## src/rtl/assert_macros.svh

```systemverilog
// Assertion helpers used by the RTL.
`ifndef ASSERT_MACROS_SVH
`define ASSERT_MACROS_SVH

`ifndef NO_ASSERTIONS

// Same-cycle implication.
`define ASSERT_IMPLIES(label, clock, reset, ante, cons, msg) \
  label: assert property (@(posedge clock) disable iff (reset) (ante) |-> (cons)) \
    else $error(msg);

// Next-cycle implication.
`define ASSERT_NEXT(label, clock, reset, ante, cons, msg) \
  label: assert property (@(posedge clock) disable iff (reset) (ante) |=> (cons)) \
    else $error(msg);

`else

`define ASSERT_IMPLIES(label, clock, reset, ante, cons, msg)
`define ASSERT_NEXT(label, clock, reset, ante, cons, msg)

`endif

`endif

```

## src/rtl/pru_pkg.sv

```systemverilog
`timescale 1ns / 1ps
package pru_pkg;

  localparam int PIX_W          = 16;
  localparam int CFG_DIM_W      = 11;
  localparam int CFG_FAC_W      = 4;
  localparam int CFG_IDX_W      = 2;
  localparam int DEF_MAX_WIDTH  = 1024;
  localparam int DEF_MAX_FACTOR = 8;

  typedef enum logic [CFG_IDX_W-1:0] {
    REG_IMAGE_WIDTH   = 2'd0,
    REG_IMAGE_HEIGHT  = 2'd1,
    REG_WIDTH_FACTOR  = 2'd2,
    REG_HEIGHT_FACTOR = 2'd3
  } cfg_reg_e;

  localparam logic REQ_PIXEL = 1'b0;
  localparam logic REQ_TICK  = 1'b1;

  // One pending run of output copies.
  typedef struct packed {
    logic             from_store;
    logic             rejected;
    logic             row_end;
    logic             frame_end;
    logic [PIX_W-1:0] pixel;
  } job_t;

endpackage

```

## src/rtl/pru_ifs.sv

```systemverilog


interface pru_out_if import pru_pkg::*; ();
  logic             valid;
  logic             ready;
  logic [PIX_W-1:0] pixel_out;
  logic             last_of_run;
  logic             row_end;
  logic             frame_end;
  logic             rejected;

  modport source (output valid, pixel_out, last_of_run, row_end, frame_end, rejected,
                  input ready);
  modport sink (input valid, pixel_out, last_of_run, row_end, frame_end, rejected,
                output ready);
endinterface

```

## src/rtl/pru_run_out.sv

```systemverilog
`timescale 1ns / 1ps
module pru_run_out import pru_pkg::*; #(
  parameter int MAX_FACTOR = DEF_MAX_FACTOR
) (
  input  logic                          clk,
  input  logic                          rst,
  input  logic                          job_valid,
  input  job_t                          job,
  input  logic [PIX_W-1:0]              store_rdata,
  input  logic [$clog2(MAX_FACTOR)-1:0] run_len_m1,
  output logic                          job_take,
  pru_out_if.source                     out
);

  localparam int CPY_W = $clog2(MAX_FACTOR);

  logic             run_active;
  logic [CPY_W-1:0] run_left;
  logic [PIX_W-1:0] run_pix;
  logic             run_row_end;
  logic             run_frame_end;
  logic             run_rej;
  logic             out_fire;
  logic             run_last;

  assign out_fire = out.valid && out.ready;
  assign run_last = (run_left == '0);
  // Load the next run when idle or when the last copy leaves.
  assign job_take = job_valid && (!run_active || (out_fire && run_last));

  always_ff @(posedge clk) begin
    if (rst) begin
      run_active <= 1'b0;
    end else if (job_take) begin
      run_active <= 1'b1;
    end else if (out_fire && run_last) begin
      run_active <= 1'b0;
    end
  end

  always_ff @(posedge clk) begin
    if (job_take) begin
      run_pix       <= job.from_store ? store_rdata : job.pixel;
      run_left      <= job.rejected ? '0 : run_len_m1;
      run_row_end   <= job.row_end;
      run_frame_end <= job.frame_end;
      run_rej       <= job.rejected;
    end else if (out_fire && !run_last) begin
      run_left <= run_left - CPY_W'(1);
    end
  end

  assign out.valid       = run_active;
  assign out.pixel_out   = run_pix;
  assign out.last_of_run = run_last;
  assign out.row_end     = run_last && run_row_end;
  assign out.frame_end   = run_last && run_frame_end;
  assign out.rejected    = run_rej;

endmodule

```

## src/flat_wrapper.sv

```systemverilog
// flat-port wrapper written by rule: the top's interface ports become plain ports
module pru_run_out_flat import pru_pkg::*;
#(
  parameter int MAX_FACTOR = DEF_MAX_FACTOR
)
  (clk, rst, job_valid, job, store_rdata, run_len_m1, job_take, out_valid, out_pixel_out, out_last_of_run, out_row_end, out_frame_end, out_rejected, out_ready);
  pru_out_if out_i ();
  input  logic clk;
  input  logic rst;
  input  logic job_valid;
  input  job_t job;
  input  logic [PIX_W-1:0] store_rdata;
  input  logic [$clog2(MAX_FACTOR)-1:0] run_len_m1;
  output logic job_take;
  output wire logic [$bits(out_i.valid)-1:0] out_valid;
  output wire logic [$bits(out_i.pixel_out)-1:0] out_pixel_out;
  output wire logic [$bits(out_i.last_of_run)-1:0] out_last_of_run;
  output wire logic [$bits(out_i.row_end)-1:0] out_row_end;
  output wire logic [$bits(out_i.frame_end)-1:0] out_frame_end;
  output wire logic [$bits(out_i.rejected)-1:0] out_rejected;
  input wire logic [$bits(out_i.ready)-1:0] out_ready;
  assign out_valid = out_i.valid;
  assign out_pixel_out = out_i.pixel_out;
  assign out_last_of_run = out_i.last_of_run;
  assign out_row_end = out_i.row_end;
  assign out_frame_end = out_i.frame_end;
  assign out_rejected = out_i.rejected;
  assign out_i.ready = out_ready;
  pru_run_out #(.MAX_FACTOR(MAX_FACTOR)) u_core (.clk(clk), .rst(rst), .job_valid(job_valid), .job(job), .store_rdata(store_rdata), .run_len_m1(run_len_m1), .job_take(job_take), .out(out_i));
endmodule
```

## config.mk

```make
export PLATFORM = sky130hd
export DESIGN_NAME = pru_run_out_flat
export DESIGN_NICKNAME = d
export VERILOG_FILES = /design/src/rtl/assert_macros.svh /design/src/rtl/pru_pkg.sv /design/src/rtl/pru_ifs.sv /design/src/rtl/pru_run_out.sv /design/src/flat_wrapper.sv
export SDC_FILE = /design/constraint.sdc
export NUM_CORES = 1
export LEC_CHECK = 0
export ABC_AREA = 1
export BUFFER_PORTS_ARGS = -buffer_cell sky130_fd_sc_hd__buf_2
export CAP_MARGIN = 20
export CORE_MARGIN = 2
export CORE_UTILIZATION = 42
export CTS_CLUSTER_DIAMETER = 80
export CTS_CLUSTER_SIZE = 30
export DETAILED_ROUTE_END_ITERATION = 8
export GPL_TIMING_DRIVEN = 0
export PLACE_DENSITY = 0.83
export SLEW_MARGIN = 10
export SYNTH_ARGS = -nofsm -noshare
export SYNTH_HDL_FRONTEND = slang
export SYNTH_SLANG_ARGS = --single-unit
```

## constraint.sdc

```tcl
create_clock -name clk -period 1.8 [get_ports clk]
set_input_delay 0.09 -clock clk [delete_from_list [all_inputs] [get_ports clk]]
set_output_delay 0.09 -clock clk [all_outputs]
set_load 0.01 [all_outputs]
```

==> metrics.txt, run 1 <==
run status=finished, final reports clean; standard-cell row count=18; met2 track demand over resource in global routing=27.0%; switching share of total power=24.9%; final setup violation count=0; leading area contributor after synthesis=edfxtp_1; setup repair after global routing missed its margin=false; Least-Margin Pin Slew=0.211 ns; fin cells=184; number of endpoints with negative hold slack in the final report=0; sequential cell area fraction in the yosys report=62.0%; via count of the first global-routing pass=767; Async S/R FF share, synth=0%; Worst Hold Launch=job_valid; Commonest cells post-synth=edfxtp_1, inv_1, mux2_4; total of buffers placed on input and output ports=63; reg-to-reg setup timing slack=0.21 ns; maximum net fanout on the critical path=5; clock latency of the later-clocked register in the worst-skew pair=0.31 ns; total vias in the final route=838; total clock sinks=23; overall die width=55.1 um; class of the tightest hold or removal check=primary input to register; TritonCTS Buffers=3; detailed-route wire length=2120 um; static power due to leakage=0.779 nW; length of the first detailed-routing pass in iterations=4; Total Die Area=3040 um^2; Crit path arrival time=1.56 ns; internal power of the cells=0.862 mW; maximum number of pins on one net before global-route repair=14; GRT busiest layer=met2; number of enable flip-flop cells after synthesis=22; Global Route met3 Usage=6.99%; number of nets in the layout=200; Final Max Slew Viols=0; Crit Path Category=register to primary output; area overhead of the layout relative to synthesis=42.9%; clock group share of total power=20.4%; max_slew headroom=85.9%; Netlist Area Pre-Place=1100 um^2; total grt overflow=0; final worst path period need=1.65 ns; synthesis warning total=0; level count of the clock H-tree=1; post-synthesis average cell area=14.1 um^2; crit path from=u_core.run_left[0]$_DFFE_PP_; TritonCTS clock tree=built; number of cell instances on the worst register-to-register path=7; final instance area=1570 um^2; root buf cell=clkbuf_4; effective utilization at floorplan=44.3%; R2R Path End=u_core.run_frame_end$_DFFE_PP_; largest buffer count on any clock path=2; sort of element at the end of the critical path=primary output; sequential fraction of design power=57.3%; library cells used by synthesis=13; DRC violations left=0; area share of the largest cell type after synthesis=60.1%; startpoint types=register; critical path's slowest cell=edfxtp_1; antenna violation net count after detailed routing=0; Mapped Cells=78; crit path to=job_take; antenna cell count=0; fin crit share=91.7%; sequence of cells on the critical path=inv_1, ha_1, nand3_1, nand2_2, nand2_4, clkinvlp_4, buf_2; met1 Usage GRT=13.5%; Power Dens Cells=730 nW/um^2; synthesized net count=123; cell total after placement=171; routability congestion estimate=0.725; Placed Area=1450 um^2; gr usage total=14.6%; initial antenna violation count=0; Seq cells post-synth=23; count of maximum capacitance violations=0; global-route wire length before repair=2980 um; Clock Skews=0.00603 ns; startpoint of the worst register-to-register path=u_core.run_left[0]$_DFFE_PP_; NetSw=0.285 mW; number of DRC markers after the initial detailed-route iteration=3; largest cells by area after synthesis=edfxtp_1, mux2_4, mux2_2; worst supply voltage drop on vdd=0.592 mV; Worst Path Required=1.71 ns; routed len/inst=11.5 um; vias per cell=4.55; portion of total power attributed to combinational logic=22.3%; placed wire-length estimate after detailed placement=1640 um; share of layout cells above drive strength 1=60.4%; cell with the most instances after synthesis=edfxtp_1; slowest cell delay on critical path=0.35 ns; area of the placeable core=2480 um^2; clk slew on worst S/H paths=0.13 ns; top_reg_cell synth=edfxtp_1; num ports=65; height of the die=55.1 um; timing-limited maximum frequency=606 MHz
==> cells in the final DEF (no fill, tap or decap) <==
cell type and n:
nand3_1 5, dlygate4sd3_1 4, buf_2 63, buf_6 1
clkinv_2 1, mux2_2 6, buf_12 1, edfxtp_1 22
nand2_1 7, dfxtp_1 1, ha_1 2, nand2_4 1
mux2_4 10, clkbuf_4 3, inv_1 12, nor2_1 6
a21oi_1 1, clkinvlp_4 2, nand2_2 1, xor2_1 1
buf_4 4
==> flip-flops by register name, indices dropped and copies added (netlist names) <==
register and flops:
u_core.run_frame_end 1, u_core.run_left 3, u_core.run_row_end 1, u_core.out.valid 1, u_core.out.pixel_out 16, u_core.out.rejected 1
==> worst min-delay path by stage <==
stage                     cells past startpoint                                 end  slack, ns
after global placement                        2       u_core.out.valid$_SDFFE_PP0P_       0.25
after floorplan                               1       u_core.out.valid$_SDFFE_PP0P_       0.16
after CTS                                     3       u_core.out.valid$_SDFFE_PP0P_       0.04
final                                         3       u_core.out.valid$_SDFFE_PP0P_       0.07
after detailed placement                      2       u_core.out.valid$_SDFFE_PP0P_       0.25
after global routing                          2  u_core.out.pixel_out[12]$_DFFE_PP_       0.06
==> through the flow <==
step           TNS, ns  utilization (%)  setup slack, ns  total power [mW]  hold slack [ns]
6_report             0             63.4            0.150              1.15           0.0671
2_1_floorplan        0                -           0.0708             0.803            0.159
5_1_grt              0             63.4           0.0606              1.20           0.0593
4_1_cts              0             62.4           0.0209              1.14           0.0437
3_3_place_gp     -1.78             58.6          -0.0912             0.890            0.250
3_5_place_dp     -2.79             58.6           -0.142             0.901            0.254
==> final cells by class <==
cell class                 instances  area, um^2
clock buffer                       3        22.5
tap                               30        37.5
timing repair buffer              71         385
clock inverter                     1        5.00
buffer                             2        31.3
timing repair inverter             1        7.51
fill                             207         907
multi-input combinational         40         348
sequential                        23         681
inverter                          13        52.6
==> routing by layer <==
| layer | vias to the layer above | share of wire [%] |
|---|---|---|
| met4 | 0 | 2.2 |
| met3 | 6 | 11 |
| li1 | 418 | - |
| met5 | - | 0 |
| met1 | 371 | 33 |
| met2 | 43 | 54 |
==> power groups by stage <==
stage	clock [mW]	combinational, mW	sequential [mW]
6_report	0.234	0.256	0.657
5_1_grt	0.259	0.284	0.661
4_1_cts	0.236	0.249	0.657
3_5_place_dp	0	0.232	0.670
3_3_place_gp	0	0.223	0.667
2_1_floorplan	0	0.118	0.685
==> worst max-delay path, delay by kind of cell (launching register included) <==
kind                     cells  cell delay [ns]
flip-flops                   1             0.35
buffers and inverters        3             0.38
AND/OR/NAND/NOR              3             0.31
adder cells (fa/ha/maj)      1             0.21
==> repair_timing <==
action | 4_1_cts | 5_1_grt
pin swaps | 0 | 1
gates resized for setup | 2 | 3
buffers inserted | 2 | 2
endpoints found under the setup margin | 20 | 11
hold buffers | 4 | 0
endpoints found under the hold margin | 4 | 0
gates cloned | 1 | 0
==> logic make-up (layout without fill, tap and decap cells) <==
group,Yosys count,after routing,synth area share [%]
simple gates,20,20,7.40
fa+ha+maj,2,2,2.28
buf+inv,15,91,7.29
mux,16,16,19.8
compound gates,1,1,0.455
flops,23,23,62.0
xor+xnor,1,1,0.797
No activity file was read; power rests on OpenSTA's default activity.
==> run 2, diff against run 1 <==
--- a/config.mk
+++ b/config.mk
@@ -15,6 +15,7 @@
 export DETAILED_ROUTE_END_ITERATION = 8
 export GPL_TIMING_DRIVEN = 0
 export PLACE_DENSITY = 0.83
+export RECOVER_POWER = 50
 export SLEW_MARGIN = 10
 export SYNTH_ARGS = -nofsm -noshare
 export SYNTH_HDL_FRONTEND = slang
==> run 2 against run 1 <==
Sequential power about the same. Clock-buffer cell count unchanged. Combinational power fell by 11%. Die area stayed put.
==> metrics.txt, run 2 (synthesis results as in run 1) <==
run status=finished, final reports clean; via count of the first global-routing pass=767; total clock sinks=23; share of layout cells above drive strength 1=43.5%; TritonCTS clock tree=built; length of the first detailed-routing pass in iterations=3; standard-cell row count=18; TritonCTS Buffers=3; fin crit share=91.7%; Worst Hold Launch=job[12]; number of DRC markers after the initial detailed-route iteration=3; worst hold slack after final layout=0.0538 ns; Least-Margin Pin Slew=0.538 ns; filler instances=231; final setup violation count=0; Worst Path Required=1.71 ns; vias per cell=4.51; worst supply voltage drop on vdd=0.577 mV; number of endpoints with negative hold slack in the final report=0; detailed-route wire length=2160 um; Power Dens Cells=749 nW/um^2; timing-limited maximum frequency=606 MHz; count of maximum capacitance violations=0; total grt overflow=0; final setup slack of the worst path=0.150 ns; worst setup slack before clock tree synthesis=-0.142 ns; crit path from=u_core.run_left[0]$_DFFE_PP_; routed len/inst=11.7 um; antenna violation net count after detailed routing=0; final worst path period need=1.65 ns; overall die width=55.1 um; gr usage total=14.6%; Largest register FFs=16; startpoint types=register; startpoint of the worst register-to-register path=u_core.run_left[0]$_DFFE_PP_; area of the placeable core=2480 um^2; most frequent standard cell in the layout excluding fill and tap cells=buf_2; clock latency of the later-clocked register in the worst-skew pair=0.31 ns; total of buffers placed on input and output ports=63; effective utilization at floorplan=44.3%; maximum net fanout on the critical path=5; max_slew headroom=64.1%; largest buffer count on any clock path=2; number of nets in the layout=200; num ports=65; height of the die=55.1 um; global-route wire length before repair=2980 um; root buf cell=clkbuf_4; antenna cell count=0; Total Die Area=3040 um^2; maximum number of pins on one net before global-route repair=14; setup repair after global routing missed its margin=false; Crit Path Category=register to primary output; total vias in the final route=830; initial antenna violation count=0; most frequent cells in the layout=buf_2, edfxtp_1, clkbuf_1; placed wire-length estimate after detailed placement=1640 um; static power due to leakage=0.687 nW; setup TNS after final layout=0 ns; level count of the clock H-tree=1; clk slew on worst S/H paths=0.12 ns; sort of element at the end of the critical path=primary output; DRC violations left=0; Clock Skews=0.00549 ns; area overhead of the layout relative to synthesis=36.0%; Crit path arrival time=1.56 ns; class of the tightest hold or removal check=primary input to register; Final Max Slew Viols=0; routability congestion estimate=0.725
[run 2: area by class of cell]
cell class	count	area, um^2	share of cell area (%)
inverter	13	52.6	3.52
clock buffer	3	22.5	1.51
sequential	23	681	45.6
timing repair inverter	1	7.51	0.503
clock inverter	1	5.00	0.335
tap	30	37.5	2.51
buffer	2	7.51	0.503
timing repair buffer	71	367	24.5
multi-input combinational	40	314	21.0
[run 2: what timing repair did]
action	in CTS	in global routing
pin swaps	0	1
gates resized for setup	2	3
endpoints found under the setup margin	20	11
hold endpoints to repair	4	0
setup buffers	2	2
hold buffers	4	0
gates cloned	1	0
[run 2: final timing paths]
| path | slack [ns] | end | cells after the start |
|---|---|---|---|
| setup / recovery | 0.15 | job_take | 7 |
| hold / removal | 0.05 | u_core.out.pixel_out[12]$_DFFE_PP_ | 2 |
| setup reg to reg | 0.22 | u_core.run_frame_end$_DFFE_PP_ | 7 |
| hold reg to reg | 0.59 | u_core.out.valid$_SDFFE_PP0P_ | 2 |
[run 2: critical path, cell delays in order (launching register included)]
cell and delay [ns]:
edfxtp_1 0.35, inv_1 0.07, ha_1 0.21, nand3_1 0.09, nand2_2 0.10, nand2_4 0.12
clkinvlp_4 0.15, buf_2 0.17
[run 2: per-stage QoR]
step           instances  utilization (%)  power (mW)  area (um^2)
2_1_floorplan         78                -       0.803         1100
3_3_place_gp         171             58.6       0.890         1450
3_5_place_dp         171             58.6       0.901         1450
4_1_cts              182             62.4        1.14         1550
5_1_grt              184             60.3        1.18         1490
6_report             184             60.3        1.12         1490
[run 2: metal layers]
| metal | part of all wire [%] | routed length [um] | global-route usage [%] | vias up |
|---|---|---|---|---|
| met3 | 11 | 231 | 6.99 | 4 |
| li1 | - | - | - | 420 |
| met1 | 34 | 735 | 13.5 | 363 |
| met4 | 1.6 | 35 | 6.10 | 0 |
| met5 | 0 | 0 | 0 | - |
| met2 | 54 | 1160 | 27.0 | 43 |
[run 2: report_power, final]
part,switching [mW],internal [mW]
Clock,0.149,0.0829
Sequential,0.0141,0.643
Combinational,0.118,0.110
==> run 3, diff against run 2 <==
--- a/config.mk
+++ b/config.mk
@@ -14,6 +14,7 @@
 export CTS_CLUSTER_SIZE = 30
 export DETAILED_ROUTE_END_ITERATION = 8
 export GPL_TIMING_DRIVEN = 0
+export MAX_ROUTING_LAYER = met4
 export PLACE_DENSITY = 0.83
 export RECOVER_POWER = 50
 export SLEW_MARGIN = 10
==> run 3 against run 2 <==
Sequential cell count is the same. Non-clock buffer count unchanged. Hold slack lost 0.00069 ns. Register-to-register slack is essentially flat. Clock-buffer cell count stayed put. Clock skew increased by 0.0011 ns. Largest cell class unchanged. Critical path depth did not move. Critical endpoint unchanged. Sequential share of layout area did not move. Total power hardly changed.
==> metrics.txt, run 3 (synthesis results as in run 1) <==
run status=finished, final reports clean; num ports=65; total clock sinks=23; Hold Path Stages=2; antenna violation net count after detailed routing=0; TritonCTS clock tree=built; number of DRC markers after the initial detailed-route iteration=4; number of nets in the layout=200; setup repair after global routing missed its margin=false; Largest register FFs=16; Clock Skews=0.00662 ns; routability congestion estimate=0.734; setup TNS after final layout=0 ns; global-route wire length before repair=2980 um; vias per cell=4.52; TritonCTS Buffers=3; filler instances=231; sort of element at the end of the critical path=primary output; Total Die Area=3040 um^2; Final Max Slew Viols=0; fin crit share=91.8%; worst hold slack after final layout=0.0532 ns; share of layout cells above drive strength 1=43.5%; number of endpoints with negative hold slack in the final report=0; final setup violation count=0; Crit path arrival time=1.56 ns; root buf cell=clkbuf_4; maximum number of pins on one net before global-route repair=14; slowest cell delay on critical path=0.35 ns; static power due to leakage=0.687 nW; Power Dens Cells=749 nW/um^2; Crit Path Category=register to primary output; total of buffers placed on input and output ports=63; detailed-route wire length=2180 um; total vias in the final route=832; path length in cells of the critical path=7; delay-heaviest family, CP=buffers and inverters; overall die width=55.1 um; via count of the first global-routing pass=771; placed wire-length estimate after detailed placement=1640 um; worst supply voltage drop on vdd=0.574 mV; antenna cell count=0; most frequent cells in the layout=buf_2, edfxtp_1, clkbuf_1; initial antenna violation count=0; number of cell instances on the worst register-to-register path=7; level count of the clock H-tree=1; timing-limited maximum frequency=605 MHz; class of the tightest hold or removal check=primary input to register; worst setup slack before clock tree synthesis=-0.142 ns; sequence of cells on the critical path=inv_1, ha_1, nand3_1, nand2_2, nand2_4, clkinvlp_4, buf_2; final worst path period need=1.65 ns; startpoint types=register; Least-Margin Pin Slew=0.539 ns; maximum net fanout on the critical path=5; length of the first detailed-routing pass in iterations=4; total grt overflow=0; standard-cell row count=18; critical path's slowest cell=edfxtp_1; count of maximum capacitance violations=0; routed len/inst=11.8 um; area overhead of the layout relative to synthesis=36.0%; area of the placeable core=2480 um^2; effective utilization at floorplan=44.3%; clock latency of the later-clocked register in the worst-skew pair=0.31 ns; final setup slack of the worst path=0.148 ns; most frequent standard cell in the layout excluding fill and tap cells=buf_2; largest buffer count on any clock path=2; max_slew headroom=64.1%; height of the die=55.1 um; WP buf/inv=3; gr usage total=15.0%; Worst Path Required=1.71 ns; DRC violations left=0; clk slew on worst S/H paths=0.12 ns
## run 3: cell counts in the layout (fill, tap and decap cells not counted)
Identical to the previous run, type by type.
## run 3: final timing paths
check	slack, ns	endpoint	startpoint
min reg2reg	0.59	u_core.out.valid$_SDFFE_PP0P_	u_core.out.valid$_SDFFE_PP0P_
max	0.15	job_take	u_core.run_left[0]$_DFFE_PP_
min	0.05	u_core.out.pixel_out[12]$_DFFE_PP_	job[12]
max reg2reg	0.21	u_core.out.pixel_out[11]$_DFFE_PP_	u_core.run_left[0]$_DFFE_PP_
## run 3: metal layers
| metal | GRT usage, % | wire length [um] |
|---|---|---|
| met4 | 6.10 | 38 |
| met5 | - | 0 |
| met1 | 14.5 | 760 |
| met2 | 27.0 | 1150 |
| met3 | 5.38 | 226 |
## run 3: metrics by stage
step	area, um^2	std cells	utilization, %	total power [mW]
after floorplan	1100	78	-	0.803
after global placement	1450	171	58.6	0.890
after detailed placement	1450	171	58.6	0.901
after CTS	1550	182	62.4	1.14
after global routing	1490	184	60.3	1.18
final	1490	184	60.3	1.12
## run 3: report_power, final
part	internal [mW]	leakage [nW]	switching, mW
combinational	0.111	0.450	0.119
clock	0.0829	0.0177	0.149
sequential	0.643	0.219	0.0142
total	0.837	0.687	0.282
## run 3: area by class of cell
cell class,count,area (um^2),area share [%]
plain buffers,2,7.51,0.503
clock buffers,3,22.5,1.51
clock inverters,1,5.00,0.335
inverters,13,52.6,3.52
multi-input cells,40,314,21.0
flip-flops and latches,23,681,45.6
well taps,30,37.5,2.51
repair buffers,71,367,24.5
repair inverters,1,7.51,0.503
## run 3: worst reg2reg max path, stage by stage (launching register included)
cell and delay [ns]:
edfxtp_1 0.38, inv_1 0.11, ha_1 0.18, nand3_1 0.09, nand2_2 0.13, nand2_4 0.09, buf_4 0.15, clkinvlp_4 0.17
## run 3: what timing repair did
action	in CTS	in global routing
setup endpoints to repair	20	11
buffers inserted	2	2
gates cloned	1	0
resized for setup	2	3
endpoints found under the hold margin	4	0
hold buffers	4	0
pin swaps	0	1
